===== src/rtl/core/rau_pkg.sv =====
// ----------------------------------------------------------------------------
// Rational arithmetic unit package
// Operation codes, widths and shared types for the rational arithmetic unit.
// ----------------------------------------------------------------------------
package rau_pkg;

    localparam int unsigned WordW = 32;
    localparam int unsigned OpW   = 3;

    typedef enum logic [OpW-1:0] {
        OP_ADD = 3'd0,
        OP_MUL = 3'd1,
        OP_GT  = 3'd2,
        OP_EQ  = 3'd3,
        OP_RED = 3'd4
    } t_op;

    // Request to the shared divider.
    typedef struct packed {
        logic             start;
        logic [WordW-1:0] dividend;
        logic [WordW-1:0] divisor;
    } t_div_req;

    // Status from the shared divider.
    typedef struct packed {
        logic             done;
        logic [WordW-1:0] quot;
        logic [WordW-1:0] rem;
    } t_div_rsp;

endpackage


===== src/rtl/core/rau_if.sv =====
// ----------------------------------------------------------------------------
// Rational arithmetic unit channel interfaces
// Valid/ready channels for the request and result sides.
// ----------------------------------------------------------------------------
interface rau_req_if import rau_pkg::*; ();
    logic                    valid;
    logic                    ready;
    logic [OpW-1:0]          operation;
    logic signed [WordW-1:0] a_num;
    logic [WordW-1:0]        a_den;
    logic signed [WordW-1:0] b_num;
    logic [WordW-1:0]        b_den;

    modport source (output valid, operation, a_num, a_den, b_num, b_den, input ready);
    modport sink   (input valid, operation, a_num, a_den, b_num, b_den, output ready);
endinterface

interface rau_res_if import rau_pkg::*; ();
    logic                    valid;
    logic                    ready;
    logic signed [WordW-1:0] res_num;
    logic [WordW-1:0]        res_den;
    logic                    compare_true;
    logic                    zero_gcd;

    modport source (output valid, res_num, res_den, compare_true, zero_gcd, input ready);
    modport sink   (input valid, res_num, res_den, compare_true, zero_gcd, output ready);
endinterface


===== src/rtl/core/rational_arithmetic_unit_core.sv =====
// ----------------------------------------------------------------------------
// Rational arithmetic unit core
// Fraction add, multiply, compare and reduce under a small sequencer that
// shares one 33x33 multiplier and one bit-serial divider.
// ----------------------------------------------------------------------------
// Usage: a request on i_req carries an operation and two fractions; exactly
// one result follows on o_res. The block takes one request at a time: ready
// is high only while the sequencer is idle, and it stays low until the result
// has been taken by the receiver.
// Sequence: add, multiply and compare step through S_MUL1, S_MUL2 and S_FIN
// to S_OUT, taking two products of the shared 33x33 multiplier, one per
// cycle, and a third, the denominator product, for add. Reduce runs the
// Euclidean gcd on the shared divider, one division per remainder step, then
// two more divisions for numerator and denominator; zero over zero skips
// both divisions and sets zero_gcd.
// After the result is accepted, a new request is taken in the next cycle.
// Reset: synchronous active-low; the sequencer returns to idle and any
// pending result is dropped. When the receiver stalls, the result holds
// in the output register and no new request is taken.
// ----------------------------------------------------------------------------
module rational_arithmetic_unit_core import rau_pkg::*; (
    input  logic   i_clk,
    input  logic   i_rst_n,
    rau_req_if.sink   i_req,
    rau_res_if.source o_res
);
    typedef enum logic [7:0] {
        S_IDLE  = 8'b0000_0001,
        S_MUL1  = 8'b0000_0010,
        S_MUL2  = 8'b0000_0100,
        S_FIN   = 8'b0000_1000,
        S_GCD   = 8'b0001_0000,
        S_DIVN  = 8'b0010_0000,
        S_DIVD  = 8'b0100_0000,
        S_OUT   = 8'b1000_0000
    } t_state;

    t_state r_state, n_state;
    logic [OpW-1:0]          r_op;
    logic signed [WordW-1:0] r_an, r_bn;
    logic [WordW-1:0]        r_ad, r_bd;
    logic [WordW-1:0]        r_x, r_y;
    logic signed [2*WordW+1:0] r_p1, r_p2;
    logic [WordW-1:0]        r_gcd;
    logic                    r_wait;
    logic signed [WordW-1:0] r_rn;
    logic [WordW-1:0]        r_rd;
    logic                    r_cmp, r_zg;

    // Shared multiplier with 33-bit signed operands.
    logic signed [WordW:0]     w_ma, w_mb;
    logic signed [2*WordW+1:0] w_prod;
    t_div_req w_dreq;
    t_div_rsp w_drsp;
    logic                    w_neg;
    logic [WordW-1:0]        w_mag;

    assign w_neg = r_an[WordW-1];
    assign w_mag = w_neg ? (WordW'(0) - r_an) : r_an;
    assign w_prod = w_ma * w_mb;

    always_comb begin
        w_ma = {r_an[WordW-1], r_an};
        w_mb = {1'b0, r_bd};
        if (r_state == S_MUL2) begin
            if (r_op == OP_MUL) begin
                w_ma = {1'b0, r_ad};
                w_mb = {1'b0, r_bd};
            end else begin
                w_ma = {r_bn[WordW-1], r_bn};
                w_mb = {1'b0, r_ad};
            end
        end else if (r_state == S_FIN) begin
            // Denominator product for add.
            w_ma = {1'b0, r_ad};
            w_mb = {1'b0, r_bd};
        end else if (r_op == OP_MUL) begin
            w_mb = {r_bn[WordW-1], r_bn};
        end
    end

    rau_divider u_div (
        .i_clk   (i_clk),
        .i_rst_n (i_rst_n),
        .i_req   (w_dreq),
        .o_rsp   (w_drsp)
    );

    // Divider requests.
    always_comb begin
        w_dreq.start    = 1'b0;
        w_dreq.dividend = r_x;
        w_dreq.divisor  = r_y;
        if (r_state == S_GCD && !r_wait && r_y != '0) begin
            w_dreq.start = 1'b1;
        end else if (r_state == S_DIVN && !r_wait) begin
            w_dreq.start    = 1'b1;
            w_dreq.dividend = w_mag;
            w_dreq.divisor  = r_gcd;
        end else if (r_state == S_DIVD && !r_wait) begin
            w_dreq.start    = 1'b1;
            w_dreq.dividend = r_ad;
            w_dreq.divisor  = r_gcd;
        end
    end

    assign i_req.ready = (r_state == S_IDLE);

    always_comb begin
        n_state = r_state;
        case (r_state)
            S_IDLE: if (i_req.valid) begin
                n_state = (t_op'(i_req.operation) == OP_RED) ? S_GCD : S_MUL1;
            end
            S_MUL1: n_state = S_MUL2;
            S_MUL2: n_state = S_FIN;
            S_FIN:  n_state = S_OUT;
            S_GCD:  if (!r_wait && r_y == '0) begin
                n_state = (r_x == '0) ? S_OUT : S_DIVN;
            end
            S_DIVN: if (r_wait && w_drsp.done) n_state = S_DIVD;
            S_DIVD: if (r_wait && w_drsp.done) n_state = S_OUT;
            S_OUT:  if (o_res.ready) n_state = S_IDLE;
            default: n_state = S_IDLE;
        endcase
    end

    always_ff @(posedge i_clk) begin
        if (!i_rst_n) begin
            r_state <= S_IDLE;
            r_wait  <= 1'b0;
        end else begin
            r_state <= n_state;
            if (w_dreq.start) r_wait <= 1'b1;
            else if (w_drsp.done) r_wait <= 1'b0;
        end
        case (r_state)
            S_IDLE: begin
                r_op  <= i_req.operation;
                r_an  <= i_req.a_num;
                r_ad  <= i_req.a_den;
                r_bn  <= i_req.b_num;
                r_bd  <= i_req.b_den;
                r_x   <= i_req.a_num[WordW-1] ? (WordW'(0) - i_req.a_num) : i_req.a_num;
                r_y   <= i_req.a_den;
                r_rn  <= '0;
                r_rd  <= '0;
                r_cmp <= 1'b0;
                r_zg  <= 1'b0;
            end
            S_MUL1: r_p1 <= w_prod;
            S_MUL2: r_p2 <= w_prod;
            S_FIN: begin
                case (r_op)
                    OP_ADD: begin
                        r_rn <= r_p1[WordW-1:0] + r_p2[WordW-1:0];
                        r_rd <= w_prod[WordW-1:0];
                    end
                    OP_MUL: begin
                        r_rn <= r_p1[WordW-1:0];
                        r_rd <= r_p2[WordW-1:0];
                    end
                    OP_GT: r_cmp <= (r_p1 > r_p2);
                    OP_EQ: r_cmp <= (r_p1 == r_p2);
                    default: ;
                endcase
            end
            S_GCD: begin
                if (r_wait && w_drsp.done) begin
                    r_x <= r_y;
                    r_y <= w_drsp.rem;
                end else if (!r_wait && r_y == '0) begin
                    r_gcd <= r_x;
                    if (r_x == '0) begin
                        r_rn <= r_an;
                        r_rd <= r_ad;
                        r_zg <= 1'b1;
                    end
                end
            end
            S_DIVN: if (r_wait && w_drsp.done) begin
                r_rn <= w_neg ? (WordW'(0) - w_drsp.quot) : w_drsp.quot;
            end
            S_DIVD: if (r_wait && w_drsp.done) r_rd <= w_drsp.quot;
            default: ;
        endcase
    end

    assign o_res.valid        = (r_state == S_OUT);
    assign o_res.res_num      = r_rn;
    assign o_res.res_den      = r_rd;
    assign o_res.compare_true = r_cmp;
    assign o_res.zero_gcd     = r_zg;

    // A stalled result holds its value.
    a_hold: assert property (@(posedge i_clk) disable iff (!i_rst_n)
        (o_res.valid && !o_res.ready) |=> $stable(r_rn) && $stable(r_rd))
        else $error("result changed while stalled");
    a_no_ready_busy: assert property (@(posedge i_clk) disable iff (!i_rst_n)
        o_res.valid |-> !i_req.ready)
        else $error("ready while result pending");
    a_flags: assert property (@(posedge i_clk) disable iff (!i_rst_n)
        o_res.valid |-> !(o_res.compare_true && o_res.zero_gcd))
        else $error("compare and zero gcd both set");

endmodule


===== src/rtl/core/rau_divider.sv =====
// ----------------------------------------------------------------------------
// Rational arithmetic unit divider
// Restoring divider, one quotient bit per cycle. Division by zero gives
// a quotient of all ones and the dividend as remainder.
// ----------------------------------------------------------------------------
module rau_divider import rau_pkg::*; (
    input  logic     i_clk,
    input  logic     i_rst_n,
    input  t_div_req i_req,
    output t_div_rsp o_rsp
);
    localparam int unsigned CntW = $clog2(WordW + 1);

    logic [WordW-1:0] r_quot, n_quot;
    logic [WordW-1:0] r_rem, n_rem;
    logic [WordW-1:0] r_dsr, n_dsr;
    logic [CntW-1:0]  r_cnt, n_cnt;
    logic             r_busy, n_busy;
    logic             r_done, n_done;
    logic [WordW:0]   w_trial;
    logic [WordW:0]   w_diff;

    // One shift and subtract step per cycle.
    always_comb begin
        n_quot  = r_quot;
        n_rem   = r_rem;
        n_dsr   = r_dsr;
        n_cnt   = r_cnt;
        n_busy  = r_busy;
        n_done  = 1'b0;
        w_trial = {r_rem, r_quot[WordW-1]};
        w_diff  = w_trial - {1'b0, r_dsr};
        if (i_req.start) begin
            n_quot = i_req.dividend;
            n_rem  = '0;
            n_dsr  = i_req.divisor;
            n_cnt  = CntW'(WordW);
            n_busy = 1'b1;
        end else if (r_busy) begin
            if (!w_diff[WordW]) begin
                n_rem  = w_diff[WordW-1:0];
                n_quot = {r_quot[WordW-2:0], 1'b1};
            end else begin
                n_rem  = w_trial[WordW-1:0];
                n_quot = {r_quot[WordW-2:0], 1'b0};
            end
            n_cnt = r_cnt - 1'b1;
            if (r_cnt == CntW'(1)) begin
                n_busy = 1'b0;
                n_done = 1'b1;
            end
        end
    end

    always_ff @(posedge i_clk) begin
        if (!i_rst_n) begin
            r_busy <= 1'b0;
            r_done <= 1'b0;
            r_cnt  <= '0;
        end else begin
            r_busy <= n_busy;
            r_done <= n_done;
            r_cnt  <= n_cnt;
        end
        r_quot <= n_quot;
        r_rem  <= n_rem;
        r_dsr  <= n_dsr;
    end

    assign o_rsp.done = r_done;
    assign o_rsp.quot = r_quot;
    assign o_rsp.rem  = r_rem;

    // A finished division is preceded by a busy cycle.
    a_done_after_busy: assert property (@(posedge i_clk) disable iff (!i_rst_n)
        r_done |-> $past(r_busy))
        else $error("divider done without busy");
    a_no_start_busy: assert property (@(posedge i_clk) disable iff (!i_rst_n)
        r_busy |-> r_cnt != '0)
        else $error("divider busy with zero count");
    a_done_ends_busy: assert property (@(posedge i_clk) disable iff (!i_rst_n)
        (r_done && !$past(i_req.start)) |-> !r_busy)
        else $error("divider still busy after done");

endmodule

===== src/flat_wrapper.sv =====
// flat-port wrapper written by rule: the top's interface ports become plain ports
module rational_arithmetic_unit_core_flat import rau_pkg::*;
  (i_clk, i_rst_n, i_req_valid, i_req_operation, i_req_a_num, i_req_a_den, i_req_b_num, i_req_b_den, i_req_ready, o_res_valid, o_res_res_num, o_res_res_den, o_res_compare_true, o_res_zero_gcd, o_res_ready);
  rau_req_if i_req_i ();
  rau_res_if o_res_i ();
  input  logic i_clk;
  input  logic i_rst_n;
  input wire logic [$bits(i_req_i.valid)-1:0] i_req_valid;
  input wire logic [$bits(i_req_i.operation)-1:0] i_req_operation;
  input wire logic [$bits(i_req_i.a_num)-1:0] i_req_a_num;
  input wire logic [$bits(i_req_i.a_den)-1:0] i_req_a_den;
  input wire logic [$bits(i_req_i.b_num)-1:0] i_req_b_num;
  input wire logic [$bits(i_req_i.b_den)-1:0] i_req_b_den;
  output wire logic [$bits(i_req_i.ready)-1:0] i_req_ready;
  output wire logic [$bits(o_res_i.valid)-1:0] o_res_valid;
  output wire logic [$bits(o_res_i.res_num)-1:0] o_res_res_num;
  output wire logic [$bits(o_res_i.res_den)-1:0] o_res_res_den;
  output wire logic [$bits(o_res_i.compare_true)-1:0] o_res_compare_true;
  output wire logic [$bits(o_res_i.zero_gcd)-1:0] o_res_zero_gcd;
  input wire logic [$bits(o_res_i.ready)-1:0] o_res_ready;
  assign i_req_i.valid = i_req_valid;
  assign i_req_i.operation = i_req_operation;
  assign i_req_i.a_num = i_req_a_num;
  assign i_req_i.a_den = i_req_a_den;
  assign i_req_i.b_num = i_req_b_num;
  assign i_req_i.b_den = i_req_b_den;
  assign i_req_ready = i_req_i.ready;
  assign o_res_valid = o_res_i.valid;
  assign o_res_res_num = o_res_i.res_num;
  assign o_res_res_den = o_res_i.res_den;
  assign o_res_compare_true = o_res_i.compare_true;
  assign o_res_zero_gcd = o_res_i.zero_gcd;
  assign o_res_i.ready = o_res_ready;
  rational_arithmetic_unit_core u_core (.i_clk(i_clk), .i_rst_n(i_rst_n), .i_req(i_req_i), .o_res(o_res_i));
endmodule

===== config.mk =====
export PLATFORM = sky130hd
export DESIGN_NAME = rational_arithmetic_unit_core_flat
export DESIGN_NICKNAME = d
export VERILOG_FILES = /design/src/rtl/core/rau_pkg.sv /design/src/rtl/core/rau_if.sv /design/src/rtl/core/rational_arithmetic_unit_core.sv /design/src/rtl/core/rau_divider.sv /design/src/flat_wrapper.sv
export SDC_FILE = /design/constraint.sdc
export NUM_CORES = 2
export LEC_CHECK = 0
export BUFFER_PORTS_ARGS = -buffer_cell sky130_fd_sc_hd__buf_2
export CAP_MARGIN = 20
export CORE_UTILIZATION = 50
export CTS_CLUSTER_SIZE = 40
export DETAILED_ROUTE_END_ITERATION = 6
export PLACE_DENSITY = 0.69
export RECOVER_POWER = 100
export SETUP_SLACK_MARGIN = 0.4
export SYNTH_ARGS = -nofsm -noshare
export SYNTH_HDL_FRONTEND = slang
export SYNTH_HIERARCHICAL = 1
export SYNTH_SLANG_ARGS = --single-unit
export TNS_END_PERCENT = 100

===== constraint.sdc =====
create_clock -name i_clk -period 10.4 [get_ports i_clk]
set_input_delay 2.08 -clock i_clk [delete_from_list [all_inputs] [get_ports i_clk]]
set_output_delay 2.08 -clock i_clk [all_outputs]
set_load 0.01 [all_outputs]

==> results.sh <==
export IMPL_drive_gt1_share_pct=9.58
export IMPL_drtAntennaViolNets=0
export IMPL_synthTopCellsByArea="fa_1 34%, edfxtp_1 22%, inv_1 7.3%"
export IMPL_crit_top_cell="fa_1"
export IMPL_fmax_mhz=100
export IMPL_htree_levels=2
export IMPL_max_slew_worst_pin_slew_ps=4560
export IMPL_drv_cap=17
export IMPL_vias=54500
export IMPL_nFillCells=11900
export IMPL_layout_worst_path_cycle_share_pct=95.7
export IMPL_place_gp_congestion=1.05
export IMPL_final_setup_worst_slack_ps=446
export IMPL_critPathMaxFanout=33
export IMPL_cp_required_ps=10790
export IMPL_cts_root_buffer_cell="clkbuf_16"
export IMPL_reg_top3="u_core/r_p1 x66, u_core/r_p2 x66"
export IMPL_multi_input_area_um2=46300
export IMPL_synth_top_area_share_pct=33.9
export IMPL_place_ws_ps=-134
export IMPL_finalSetupViolations=0
export IMPL_async_reset_ff_share_pct=0
export IMPL_holdPathEnd="u_core/r_gcd[1]"
export IMPL_cts_sinks=538
export IMPL_postSynthCellCount=7062
export IMPL_initialDrtViolationCount=6717
export IMPL_register_area_um2=15700
export IMPL_final_cell_mix="1315 x inv_1, 1139 x fa_1, 949 x nand2_1"
export IMPL_synth_compound_area_share_pct=7.94
export IMPL_first_pass_iters=7
export IMPL_cts_made_buffers=53
export IMPL_tritoncts="yes"
export IMPL_synth_fp_nets=8695
export IMPL_synth_edf_count=489
export IMPL_grt_max_degree=102
export IMPL_postCtsHoldBufs=0
export IMPL_max_slew_margin_pct=-204
export IMPL_synth_area_per_cell_um2=9.60
export IMPL_critPathArrivalTime_ps=10340
export IMPL_dieArea_um2=137000
export IMPL_whs_path_depth=0
export IMPL_synth_area_mux_share_pct=2.34
export IMPL_grt_pass1_wl_mm=356
export IMPL_finClkSkew_ps=36.7
export IMPL_ys_ff_latch=538
export IMPL_slowest_stage="fa_1"
export IMPL_cp_end_kind="flop"
export IMPL_antenna_found_initial=19
export IMPL_ys_seq_area_share_pct=23.1
export IMPL_rrSetupSlack_ps=450
export IMPL_row_count=134
export IMPL_max_stage_delay_ps=630
export IMPL_design_area_um2=75000
export IMPL_yosysUniqueCellTypes=98
export IMPL_rsz0062_at_grt="true"
export IMPL_port_buffers=202
export IMPL_wl_per_cell_um=27.0
export IMPL_ys_flop_type="edfxtp_1"
export IMPL_grt_pass1_vias=54200
export IMPL_failed_checks="design-rule violations, max-capacitance violations, max-slew violations"
export IMPL_yosysWarnings=6
export IMPL_synthAdderAreaFrac_pct=40.4
export IMPL_drc=5
export IMPL_synth_top_family_by_area="adder cells"
export IMPL_r2r_start="u_core/r_state[7]"
export IMPL_hold_class="reg2reg"
export IMPL_place_area_um2=72200
export IMPL_clock_path_buffers=3
export IMPL_start_kind="flop"
export IMPL_criticalPathCategory="reg2reg"
export IMPL_io_pins=203
export IMPL_fin_tns_setup_ps=0
export IMPL_cts_clk_slew_worst_paths_ps=60
export IMPL_worstReg2RegEnd="u_core/r_p1[65]"
export IMPL_synth_top_area_cell="fa_1"
export IMPL_core_um2=134000
export IMPL_routed_via_density=5.95
export IMPL_dpl_hpwl_mm=197
export IMPL_dieWidth_um=370
export IMPL_grt_overflow_total=0
export IMPL_grt_use_total_pct=35.8
export IMPL_die_y_um=370
export IMPL_status="finished, violations left"
export IMPL_ff2ff_path_depth=33
export IMPL_final_max_slew_viol_count=880
export IMPL_yosys_area_share_simple_pct=13.8
export IMPL_synth_xor_xnor_area_share_pct=2.75
export IMPL_hold_start="u_core/r_x[1]"
export IMPL_hold_violations=0
export IMPL_wirelength_mm=247
export IMPL_layout_commonest_cell="inv_1"
export IMPL_min_period_ps=9950
export IMPL_syn2layout_area_growth_pct=10.6
export IMPL_start_util_pct=50.6
export IMPL_nets=8966
export IMPL_syn_area_um2=67800
export IMPL_insertion_delay_ps=650
[worst max-delay path: cells and delay by family, from the launching register on]
kind | cells | cell delay [ps]
DFF | 1 | 350
muxes | 1 | 270
buffers and inverters | 11 | 1780
adders and majority gates | 9 | 4430
AOI/OAI and AO/OA | 3 | 680
xor gates and xnor gates | 1 | 90
and+or+nand+nor | 8 | 2030
[layer usage]
metal  track usage (%)  up-vias  part of all wire [%]
met5             0.140        -                 0.019
met4              23.0        6                   7.7
met3              7.75      697                    12
met2              52.2     3465                    42
met1              48.5    27400                    38
li1                  -    22900                     -
[final cells by class]
class | count | area share, %
Antenna cell | 14 | 0.0467
Clock inverter | 27 | 0.462
Timing Repair Buffer | 557 | 5.28
Multi-Input combinational cell | 4863 | 61.7
Inverter | 1320 | 6.62
Tap cell | 1768 | 2.95
Clock buffer | 73 | 2.06
Sequential cell | 538 | 20.9
[timing repair]
action                                  4_1_cts  5_1_grt
gates resized for setup                      45      110
setup buffers                                 7       32
endpoints found under the hold margin         0        0
gates cloned                                  2        8
pin swaps                                     4       30
endpoints found under the setup margin       42       53
[synth_stat cells, types with 18 or more instances]
| master | count |
|---|---|
| a221o_1 | 27 |
| mux2_2 | 36 |
| inv_1 | 1318 |
| and2_1 | 38 |
| nand3_1 | 47 |
| nand2b_1 | 47 |
| nor2_1 | 781 |
| buf_2 | 75 |
| mux2i_1 | 118 |
| o21a_1 | 18 |
| xnor2_1 | 121 |
| or3_1 | 24 |
| a22oi_1 | 40 |
| buf_1 | 22 |
| a31oi_1 | 20 |
| nand2_1 | 954 |
| o211ai_1 | 21 |
| nand4_1 | 33 |
| a21o_1 | 53 |
| or2_2 | 49 |
| dfxtp_1 | 49 |
| o22ai_1 | 47 |
| o21bai_1 | 26 |
| o21ai_0 | 191 |
| nor2b_1 | 25 |
| nor3_1 | 46 |
| clkbuf_1 | 222 |
| a21oi_1 | 179 |
| nor4_1 | 54 |
| fa_1 | 1147 |
| ha_1 | 351 |
| o31ai_1 | 32 |
| edfxtp_1 | 489 |
| a211oi_1 | 49 |
| xor2_1 | 92 |
[worst max path at each step]
stage	from	end	slack (ps)	cells after the start
after floorplan	u_core/r_state[7]	u_core/r_p1[60]	790	29
after global placement	u_core/r_op[1]	u_core/r_p2[60]	-40	25
after detailed placement	u_core/r_state[1]	u_core/r_p2[60]	-130	34
after CTS	u_core/r_state[7]	u_core/r_p2[64]	440	38
after global routing	u_core/r_state[7]	u_core/o_res.res_den[31]	210	35
final	u_core/r_state[7]	u_core/r_p1[65]	450	33
[kinds of logic after synthesis]
logic type	after synthesis
buffers and inverters	1663
AO/OA/AOI/OAI	816
adder cells (fa/ha/maj)	1498
AND/OR/NAND/NOR	2180
multiplexers	154
XOR/XNOR	213
flip-flops	538
[stage by stage]
stage	hold WS, ps	util (%)	instances
floorplan	451	-	7062
global placement	472	53.9	8996
detailed placement	478	53.9	8997
CTS	498	55.5	9106
global route	517	56.0	9152
finish	499	56.0	9160
Power is left out: the tool's default activity adds up to more than one toggle a clock period on the data nets, which glitch-free logic cannot reach.
